## src/brb_pkg.sv

```systemverilog
`timescale 1ns / 1ps
// ---------------------------------------------------------------------------
// Byte ring buffer package
// Shared action codes, control state type and field widths.
// ---------------------------------------------------------------------------
package brb_pkg;

    localparam int unsigned BYTE_W  = 8;
    localparam int unsigned SIZE_W  = 9;
    localparam int unsigned COUNT_W = 9;
    localparam int unsigned ACT_W   = 2;

    typedef enum logic [ACT_W-1:0] {
        ACT_PUSH  = 2'd0,
        ACT_POP   = 2'd1,
        ACT_PEEK  = 2'd2,
        ACT_CLEAR = 2'd3
    } t_action;

    typedef enum logic {
        ST_IDLE = 1'b0,
        ST_HOLD = 1'b1
    } t_state;

    // Result of one item before the stored byte is joined in.
    typedef struct packed {
        logic               ok;
        logic               use_rd;
        logic [COUNT_W-1:0] count;
        logic               empty;
        logic               full;
    } t_status;

endpackage

```

## src/brb_ram.sv

```systemverilog
`timescale 1ns / 1ps
// ---------------------------------------------------------------------------
// Generic single-clock RAM
// One write port and one read port; read data is registered.
// ---------------------------------------------------------------------------
module brb_ram #(
    parameter int unsigned WIDTH = 8,
    parameter int unsigned DEPTH = 256
) (
    input  logic                     i_clk,
    input  logic                     i_wr_en,
    input  logic [$clog2(DEPTH)-1:0] i_wr_addr,
    input  logic [WIDTH-1:0]         i_wr_data,
    input  logic                     i_rd_en,
    input  logic [$clog2(DEPTH)-1:0] i_rd_addr,
    output logic [WIDTH-1:0]         o_rd_data
);

    logic [WIDTH-1:0] r_mem [DEPTH];
    logic [WIDTH-1:0] r_rd_data;

    always_ff @(posedge i_clk) begin
        if (i_wr_en) begin
            r_mem[i_wr_addr] <= i_wr_data;
        end
        if (i_rd_en) begin
            r_rd_data <= r_mem[i_rd_addr];
        end
    end

    assign o_rd_data = r_rd_data;

endmodule

```

## src/byte_ring_buffer_with_peek.sv

```systemverilog
`timescale 1ns / 1ps
// ---------------------------------------------------------------------------
// Byte ring buffer with peek
// A byte FIFO kept in a circular RAM whose wrap point is programmable.
// ---------------------------------------------------------------------------
// Usage:
// Each item on the s_axis channel carries an action in tuser (push, pop,
// peek or clear) and the push byte and peek offset in tdata. Every item
// produces exactly one item on the m_axis channel that reports success,
// the byte read, the fill count and the empty and full flags after the
// action. The wrap size is written through i_cfg_wr_en / i_cfg_wr_data
// while the block is idle; a write also empties the buffer.
// A result passes through the hold stage and then the output register,
// where it drives m_axis_tvalid until the receiver takes it. The block
// takes one item per cycle as long as the receiver keeps m_axis_tready high;
// the single RAM read port, used once per pop or peek, sets that figure.
// When the receiver stalls, one result waits in the output register and a
// second one in the hold stage, after which s_axis_tready drops.
// Reset empties the buffer and sets the wrap size to 256 (limited to
// DEPTH). The RAM itself is not cleared and needs no clearing pass: an
// entry is only ever read after a push has written it.
// ---------------------------------------------------------------------------
module byte_ring_buffer_with_peek #(
    parameter int unsigned DEPTH = 256
) (
    input  logic        i_clk,
    input  logic        i_rst_n,
    // Configuration: wrap size.
    input  logic        i_cfg_wr_en,
    input  logic [8:0]  i_cfg_wr_data,
    // Input items.
    input  logic        s_axis_tvalid,
    output logic        s_axis_tready,
    input  logic [15:0] s_axis_tdata,  // [7:0] push_byte, [15:8] peek_offset
    input  logic [1:0]  s_axis_tuser,  // [1:0] action
    // Result items.
    output logic        m_axis_tvalid,
    input  logic        m_axis_tready,
    output logic [23:0] m_axis_tdata,  // [7:0] read_byte, [16:8] fill_count,
                                       // [17] is_empty, [18] is_full_now, zero pad
    output logic [0:0]  m_axis_tuser   // [0] ok
);

    localparam int unsigned AW = $clog2(DEPTH);
    // Width that holds a pointer, the size and a pointer plus offset sum.
    localparam int unsigned CW = ((AW > brb_pkg::SIZE_W) ? AW : brb_pkg::SIZE_W) + 1;
    // Largest size the 9-bit register can ask for on this depth.
    localparam logic [brb_pkg::SIZE_W-1:0] SIZE_CAP =
        (DEPTH > 511) ? 9'd511 : brb_pkg::SIZE_W'(DEPTH);
    localparam logic [brb_pkg::SIZE_W-1:0] SIZE_RST =
        (SIZE_CAP < 9'd256) ? SIZE_CAP : 9'd256;

    // Control state.
    brb_pkg::t_state                r_state, n_state;
    logic [brb_pkg::SIZE_W-1:0]     r_size;
    logic [AW-1:0]                  r_wp, n_wp;
    logic [AW-1:0]                  r_rp, n_rp;
    logic [brb_pkg::COUNT_W-1:0]    r_count, n_count;
    logic                           r_o_valid;

    // Payload registers.
    brb_pkg::t_status               r_hold, n_hold;
    logic                           r_o_ok;
    logic [brb_pkg::BYTE_W-1:0]     r_o_byte;
    logic [brb_pkg::COUNT_W-1:0]    r_o_count;
    logic                           r_o_empty;
    logic                           r_o_full;

    // Handshake.
    logic out_free;
    logic accept;
    logic load_out;

    // Item fields.
    brb_pkg::t_action           act;
    logic [brb_pkg::BYTE_W-1:0] push_byte;
    logic [brb_pkg::BYTE_W-1:0] peek_offset;

    // RAM access.
    logic                       ram_wr_en;
    logic                       ram_rd_en;
    logic [AW-1:0]              ram_rd_addr;
    logic [brb_pkg::BYTE_W-1:0] ram_rd_data;

    // Pointer arithmetic.
    logic [CW-1:0]              size_x;
    logic [CW-1:0]              wp_inc;
    logic [CW-1:0]              rp_inc;
    logic [CW-1:0]              peek_sum;
    logic [CW-1:0]              peek_idx;
    logic [brb_pkg::SIZE_W-1:0] cfg_size;

    assign act         = brb_pkg::t_action'(s_axis_tuser);
    assign push_byte   = s_axis_tdata[7:0];
    assign peek_offset = s_axis_tdata[15:8];

    // A result may move into the output register when that register is
    // empty or its item is taken at this edge.
    assign out_free = !r_o_valid || m_axis_tready;
    assign load_out = (r_state == brb_pkg::ST_HOLD) && out_free;
    assign accept   = s_axis_tvalid && s_axis_tready;

    // Next state.
    always_comb begin
        n_state = r_state;
        unique case (r_state)
            brb_pkg::ST_IDLE: begin
                if (accept) begin
                    n_state = brb_pkg::ST_HOLD;
                end
            end
            brb_pkg::ST_HOLD: begin
                if (out_free && !accept) begin
                    n_state = brb_pkg::ST_IDLE;
                end
            end
            default: n_state = brb_pkg::ST_IDLE;
        endcase
    end

    // State outputs: a new item enters when the hold stage is empty or is
    // being emptied into the output register in the same cycle.
    always_comb begin
        s_axis_tready = 1'b0;
        unique case (r_state)
            brb_pkg::ST_IDLE: s_axis_tready = 1'b1;
            brb_pkg::ST_HOLD: s_axis_tready = out_free;
            default:          s_axis_tready = 1'b0;
        endcase
    end

    // Wrapped pointer increments and the peek address.
    assign size_x   = CW'(r_size);
    assign wp_inc   = CW'(r_wp) + CW'(1);
    assign rp_inc   = CW'(r_rp) + CW'(1);
    assign peek_sum = CW'(r_rp) + CW'(peek_offset);
    assign peek_idx = (peek_sum >= size_x) ? (peek_sum - size_x) : peek_sum;

    // Sizes of zero act as one, sizes beyond the depth act as the depth.
    assign cfg_size = (i_cfg_wr_data == '0) ? 9'd1 :
                      (i_cfg_wr_data > SIZE_CAP) ? SIZE_CAP : i_cfg_wr_data;

    // Decide the action against the current pointers and count. The count
    // alone gives full (count equals size) and empty (count is zero).
    always_comb begin
        n_wp        = r_wp;
        n_rp        = r_rp;
        n_count     = r_count;
        ram_wr_en   = 1'b0;
        ram_rd_en   = 1'b0;
        ram_rd_addr = r_rp;
        n_hold.ok     = 1'b0;
        n_hold.use_rd = 1'b0;
        case (act)
            brb_pkg::ACT_PUSH: begin
                if (r_count != r_size) begin
                    n_hold.ok = 1'b1;
                    ram_wr_en = accept;
                    n_wp      = (wp_inc >= size_x) ? '0 : wp_inc[AW-1:0];
                    n_count   = r_count + 9'd1;
                end
            end
            brb_pkg::ACT_POP: begin
                if (r_count != '0) begin
                    n_hold.ok     = 1'b1;
                    n_hold.use_rd = 1'b1;
                    ram_rd_en     = accept;
                    n_rp          = (rp_inc >= size_x) ? '0 : rp_inc[AW-1:0];
                    n_count       = r_count - 9'd1;
                end
            end
            brb_pkg::ACT_PEEK: begin
                if (brb_pkg::COUNT_W'(peek_offset) < r_count) begin
                    n_hold.ok     = 1'b1;
                    n_hold.use_rd = 1'b1;
                    ram_rd_en     = accept;
                    ram_rd_addr   = peek_idx[AW-1:0];
                end
            end
            default: begin
                n_hold.ok = 1'b1;
                n_wp      = '0;
                n_rp      = '0;
                n_count   = '0;
            end
        endcase
        n_hold.count = n_count;
        n_hold.empty = (n_count == '0);
        n_hold.full  = (n_count == r_size);
    end

    brb_ram #(
        .WIDTH (brb_pkg::BYTE_W),
        .DEPTH (DEPTH)
    ) u_store (
        .i_clk     (i_clk),
        .i_wr_en   (ram_wr_en),
        .i_wr_addr (r_wp),
        .i_wr_data (push_byte),
        .i_rd_en   (ram_rd_en),
        .i_rd_addr (ram_rd_addr),
        .o_rd_data (ram_rd_data)
    );

    // Control registers. A size write empties the ring so that both
    // pointers stay below the new size.
    always_ff @(posedge i_clk) begin
        if (!i_rst_n) begin
            r_state   <= brb_pkg::ST_IDLE;
            r_size    <= SIZE_RST;
            r_wp      <= '0;
            r_rp      <= '0;
            r_count   <= '0;
            r_o_valid <= 1'b0;
        end else begin
            r_state <= n_state;
            if (i_cfg_wr_en) begin
                r_size  <= cfg_size;
                r_wp    <= '0;
                r_rp    <= '0;
                r_count <= '0;
            end else if (accept) begin
                r_wp    <= n_wp;
                r_rp    <= n_rp;
                r_count <= n_count;
            end
            if (load_out) begin
                r_o_valid <= 1'b1;
            end else if (m_axis_tready) begin
                r_o_valid <= 1'b0;
            end
        end
    end

    // Hold stage and output register. The RAM data belongs to the held
    // item until the next accepted item issues a read, which only happens
    // in the same cycle the held item moves out.
    always_ff @(posedge i_clk) begin
        if (accept) begin
            r_hold <= n_hold;
        end
        if (load_out) begin
            r_o_ok    <= r_hold.ok;
            r_o_byte  <= r_hold.use_rd ? ram_rd_data : '0;
            r_o_count <= r_hold.count;
            r_o_empty <= r_hold.empty;
            r_o_full  <= r_hold.full;
        end
    end

    assign m_axis_tvalid = r_o_valid;
    assign m_axis_tdata  = {5'd0, r_o_full, r_o_empty, r_o_count, r_o_byte};
    assign m_axis_tuser  = r_o_ok;

endmodule

```

## config.mk

```make
export PLATFORM = sky130hd
export DESIGN_NAME = byte_ring_buffer_with_peek
export DESIGN_NICKNAME = d
export VERILOG_FILES = /design/src/brb_pkg.sv /design/src/brb_ram.sv /design/src/byte_ring_buffer_with_peek.sv
export SDC_FILE = /design/constraint.sdc
export NUM_CORES = 2
export LEC_CHECK = 0
export BUFFER_PORTS_ARGS = -buffer_cell sky130_fd_sc_hd__buf_2
export CAP_MARGIN = 20
export CORE_UTILIZATION = 55
export CTS_CLUSTER_DIAMETER = 150
export DETAILED_ROUTE_END_ITERATION = 10
export PLACE_DENSITY = 0.73
export RECOVER_POWER = 50
export SLEW_MARGIN = 20
export SYNTH_ARGS = -nofsm -noshare
export SYNTH_HDL_FRONTEND = slang
export SYNTH_HIERARCHICAL = 1
export SYNTH_SLANG_ARGS = --single-unit
```

## constraint.sdc

```tcl
create_clock -name i_clk -period 5.8 [get_ports i_clk]
set_clock_uncertainty 0.1 [all_clocks]
set_input_delay 0.29 -clock i_clk [delete_from_list [all_inputs] [get_ports i_clk]]
set_output_delay 0.29 -clock i_clk [all_outputs]
set_load 0.01 [all_outputs]
```

### Word-level counts from Yosys, hierarchy flattened

Memory sizes are Yosys's and may differ from the RTL's. A register that Yosys moved wholly into a read port is not among the register bits.
Cells that the tools add are included.

* register bits after elaboration: 69
* bits in writable memories: 2048
* bits of input ports: 32
* output and inout port bits: 27
* logic and storage cells: 86
* memories: 1

Memory list
* u_store.r_mem: depth 256, bits a word 8, read ports 1, clocked after Yosys merged registers in 1, wr ports 1, RTL line brb_ram.sv:19 `logic [WIDTH-1:0] r_mem [DEPTH];`

* $add $sub $neg: 6
* magnitude comparators: 5
* equal/unequal tests: 6
* muxes and demuxes: 32
* bitwise operators: 4
* reduce and logical (&&, ||, !) cells: 16

Operators by type and width (count)
* 2-to-1 mux 8 bit: 7
* 2-to-1 mux 9 bit: 4
* case mux 8 bit (2 select lines): 2
* greater-or-equal comparator 9 bit: 3
* case mux 9 bit (3 select lines): 1
* adder 8 x 1 -> 9 bit (second input constant): 2
* logical NOT 9 bit: 2
* 2-to-1 mux 1 bit: 11
* adder 8 x 8 -> 9 bit: 1
* adder 9 x 1 -> 9 bit (second input constant): 1
* equality test 9 bit: 1
* greater-than comparator 9 bit (second input constant): 1
* < comparator 8 x 9 -> 1 bit: 1
* inequality test 9 bit: 1
* nonzero test 9 bit: 1
* subtractor 9 x 1 -> 9 bit (second input constant): 1
* case mux 1 bit (2 select lines): 4
* subtractor 8 bit: 1
* AND reduction 3 bit: 2
* OR reduction 2 bit: 3
* 2-to-1 mux 2 bit: 2
* inequality test 2 bit (second input constant): 2
* inverter 1 bit: 4
* logical AND 1 bit: 3
* 7 further kinds: 8

### Longest topological paths before layout

* word-level depth: 8
* gate-level depth with buffers: 27
* depth with buffers taken out: 22

### Cells and area by module

The synthesis kept the hierarchy.

By module, submodules not included
* brb_ram: times used 1, cells an instance 3733, area an instance 79636.4 um^2, sequential area each 61739.2 um^2
* byte_ring_buffer_with_peek: times used 1, cells an instance 572, area an instance 5147.4 um^2, sequential area each 1711.6 um^2

### Worst setup path before layout

No wires, ideal clock.

* kind: flip-flop to flip-flop
* start point: register r_rp[0]
* end point: register u_store.r_rd_data[2], in the netlist u_store/o_rd_data[2], read port of u_store.r_mem (data pin)
* setup time: 269 ps
* arrival time: 5140 ps
* data required time: 5431 ps
* setup slack: 291 ps
* stages on the path, launching flop included: 26
* path buffers: 4
* period minus slack after synthesis: 5509 ps
* cell sequence: dfxtp_1 > ha_1 > fa_1 > a21o_1 > a21oi_1 > o21bai_1 > a21oi_1 > nor2b_1 > o21ai_0 > nand2b_1 > ha_1 > nand2_1 > nor3_1 > a211o_1 > a31oi_2 > mux2i_1 > mux2_2 > buf_6 > buf_12 > buf_8 > buf_2 > mux4_2 > a22oi_1 > a21oi_1 > nor4_1 > nor4_2

* word-level cells in the longest chain between the ends: 5
* elaborated cells between the ends (all ways): 6
* those cells by class: 2 x add/sub; 1 x order compare; 3 x mux

RTL lines
* start: declaration: RTL line byte_ring_buffer_with_peek.sv:57 `logic [AW-1:0] r_rp, n_rp;`
* start signal: assignment: RTL line byte_ring_buffer_with_peek.sv:224 `r_rp <= n_rp;`
* adder 8 x 8 -> 9 bit: RTL line byte_ring_buffer_with_peek.sv:136 `assign peek_sum = CW'(r_rp) + CW'(peek_offset);`
* subtractor 8 bit or greater-or-equal comparator 9 bit (tied branches): RTL line byte_ring_buffer_with_peek.sv:137 `assign peek_idx = (peek_sum >= size_x) ? (peek_sum - size_x) : peek_sum;`
* 2-to-1 mux 8 bit: RTL line byte_ring_buffer_with_peek.sv:137
* 2-to-1 mux 8 bit: RTL line byte_ring_buffer_with_peek.sv:173 `if (brb_pkg::COUNT_W'(peek_offset) < r_count) begin`
* 2-to-1 mux 8 bit (*): RTL line byte_ring_buffer_with_peek.sv:154 `case (act)`
* via ram_rd_addr[0]: RTL line byte_ring_buffer_with_peek.sv:82 `logic [AW-1:0] ram_rd_addr;`
* end: declaration: RTL line brb_ram.sv:20 `logic [WIDTH-1:0] r_rd_data;`

The timed path passes the listed nets; every way through them passes the cells marked *.
A chain may end at the register's enable or synchronous reset.

### Final worst setup path

* start point: register r_rp[1]
* end point: register u_store.r_rd_data[4], in the netlist u_store/o_rd_data[4], read port of u_store.r_mem (data pin)

* word-level cells in the longest chain between the ends: 5
* elaborated cells between the ends (all ways): 6
* those cells by class: 2 x add/sub; 1 x order compare; 3 x mux

RTL lines (RTL line)
* adder 8 x 8 -> 9 bit (*): byte_ring_buffer_with_peek.sv:136
* subtractor 8 bit or greater-or-equal comparator 9 bit (tied branches): byte_ring_buffer_with_peek.sv:137
* 2-to-1 mux 8 bit (*): byte_ring_buffer_with_peek.sv:137
* 2-to-1 mux 8 bit (*): byte_ring_buffer_with_peek.sv:173
* 2-to-1 mux 8 bit (*): byte_ring_buffer_with_peek.sv:154
* via ram_rd_addr[2]: byte_ring_buffer_with_peek.sv:82

Marked as above.

==> reports/metrics.cfg <==
[setup_path]
cp.arrival_ns=6.26
critPathCaptureType=flip-flop
path_class=flip-flop to flip-flop
critPathMaxFanout=18
start_kind=flip-flop
worstPathRequired_ns=6.36

[cells_and_area]
drive_above_1_share_pct=26.4
layout_common_cells=2089 x edfxtp_1, 454 x mux4_2, 313 x buf_4, 310 x nor2_1, 213 x clkbuf_16
final_common_cell=edfxtp_1
fillCellCount=9835
final_util_pct=64.2
final_net_count=4844
fin_area_um2=97900
areaGrowthSynthToFinish_pct=15.5

[timing]
holdWs_ns=0.142
setup_violations=0
min_period_over_period_pct=98.4
rsz0062_at_grt=true
fmax_mhz=175
maxSlewViolCount=1841
hold_viol_final=0
tightest_slew_ns=6.30
maxSlewHeadroom_pct=-320
fin_crit_ns=5.71

[clock_tree]
cts_root_buffer=clkbuf_16
clk_latency_ns=0.86
cts_tree=yes
numCtsBuffers=203
ctsLongestPathBuffers=3
cts.clk_slew.worst_paths_ns=0.07
cts_htree_levels=4
cts.sinks=2125

[placed_design]
port_buffers=53
gp_congestion=0.922
placed_area_um2=89900
hpwl_mm=131

[die]
fp.dieH_um=395
initial_utilization_pct=55.6
rows=143
io_pins=59
chipWidth_um=395
core-area_um2=152000
dieArea_um2=156000

[drt]
ant_nets=0
via_count=45982
firstDrtPassIters=6
wirelength_mm=215
viasPerCell=6.61
first_iter_violations=6398
drc=0
wl_per_cell_um=30.9

[grt]
track_usage_pct=27.3
grt_pass1_wl_mm=308
antenna_found_initial=10
grt_pass1_vias=45085
grt_max_degree=201
grt-ovfl-total=0

[run]
maxCapViolations=18

[logic_synthesis]
synth_seq_cells=2125
yosys_most_used_dff=edfxtp_1
yosysWarnings=6
syn_avg_cell_area_um2=19.7
ys_seq_area_share_pct=74.8
synth_edf_count=2089
async_reset_ff_share_pct=0
syn-instance-count=4305
syn_area_um2=84800
synth_cell_types=84

[hold_path]
min_path_type=input pin to flip-flop

[power]
leakagePower_nw=30.4
peakVddDrop_uv=346
powerDensity_nw_per_um2=326

[outcome]
violations=max-capacitance violations, max-slew violations
status=finished with violations

## final cells by class
class | count | area [um^2] | share of cell area (%)
Tap cell | 2030 | 2540 | 2.59
Antenna cell | 1 | 2.50 | 0.00256
Timing Repair Buffer | 509 | 4870 | 4.98
Sequential cell | 2125 | 63500 | 64.8
Multi-Input combinational cell | 1891 | 20200 | 20.6
Clock inverter | 122 | 1360 | 1.39
Inverter | 30 | 113 | 0.115
Clock buffer | 252 | 5400 | 5.51
## report_power, final
part | internal [mW] | switching [mW]
logic | 0.639 | 0.931
registers | 16.9 | 0.0130
clock network | 7.65 | 5.74
## logic make-up after synthesis
kind of cell / Yosys count / share of synthesized area, %
AND/OR/NAND/NOR: 665 / 3.72
XOR/XNOR: 38 / 0.393
other: 1 / 0.00442
buffers and inverters: 295 / 2.05
adder cells (fa/ha/maj): 52 / 0.785
multiplexers: 606 / 13.9
AO/OA/AOI/OAI: 523 / 4.31
flip-flops: 2125 / 74.8
## worst paths after layout
path                   startpoint              endpoint  slack (ns)  depth (start not counted)
setup / recovery          r_rp[1]  u_store/o_rd_data[4]        0.09                         26
hold / removal    s_axis_tuser[1]               r_wp[0]        0.14                          5
setup reg to reg          r_rp[1]  u_store/o_rd_data[4]        0.09                         26
hold reg to reg         r_hold[9]          r_o_count[7]        0.32                          0
## state kept, by name, summed over array words and instances (netlist names), 9 cells and up
name,cells
r_o_count,9
r_hold,13
r_count,9
u_store/r_mem,2048
r_size,9
## per-layer routing
metal  GRT usage, %  part of all wire, %  wire [um]
met4           10.4                  4.1       8820
met3           6.44                   12      24700
met2           42.4                   47     102000
met5              0                0.037         80
met1           37.8                   37      79400
## stage by stage
| stage | instances | worst slack, ns | TNS [ns] | total power [mW] |
|---|---|---|---|---|
| after detailed placement | 6518 | -0.432 | -2.90 | 18.7 |
| final | 6960 | 0.0934 | 0 | 31.9 |
| after global routing | 6960 | -0.110 | -0.285 | 32.6 |
| after global placement | 6517 | -0.383 | -2.36 | 18.6 |
| after CTS | 6934 | 0.00154 | 0 | 31.9 |
| after floorplan | 4309 | 0.291 | 0 | 18.0 |
## cells in the mapped netlist, drive strengths merged, types with 40 or more instances
master	count	area, um^2
mux2i	147	1470
nor2	316	1190
nand2	84	315
nand3	45	225
mux4	456	10300
edfxtp	2089	62700
a21oi	130	654
o21ai	40	200
clkbuf	126	473
o221ai	47	418
a22oi	139	1040
ha	50	626
buf	139	1150
## worst max-delay path: stages (launching register included)
cell and delay [ns]:
dfxtp_4 0.36, buf_4 0.14, fa_2 0.35, a21o_1 0.18, a21oi_2 0.14, o21bai_1 0.09
a21oi_2 0.17, buf_4 0.14, xnor2_2 0.06, ha_1 0.34, nand3_1 0.11, nor3_1 0.05
a211o_1 0.30, a31oi_4 0.18, buf_4 0.23, mux2i_1 0.13, o21ai_4 0.32, clkinv_1 0.20
buf_12 0.18, nor2_2 0.30, buf_4 0.37, buf_4 0.21, a22oi_2 0.09, a21oi_1 0.34
nor4_2 0.06, buf_4 0.17, nor4_1 0.23
## repair_timing
item	in CTS	in global routing
gates resized for setup	23	98
hold buffers	36	0
endpoints found under the setup margin	8	8
pin swaps	3	11
hold endpoints to repair	379	0
cloned	2	8
setup buffers	4	17
Note: power is estimated with default switching activity, not from simulation.
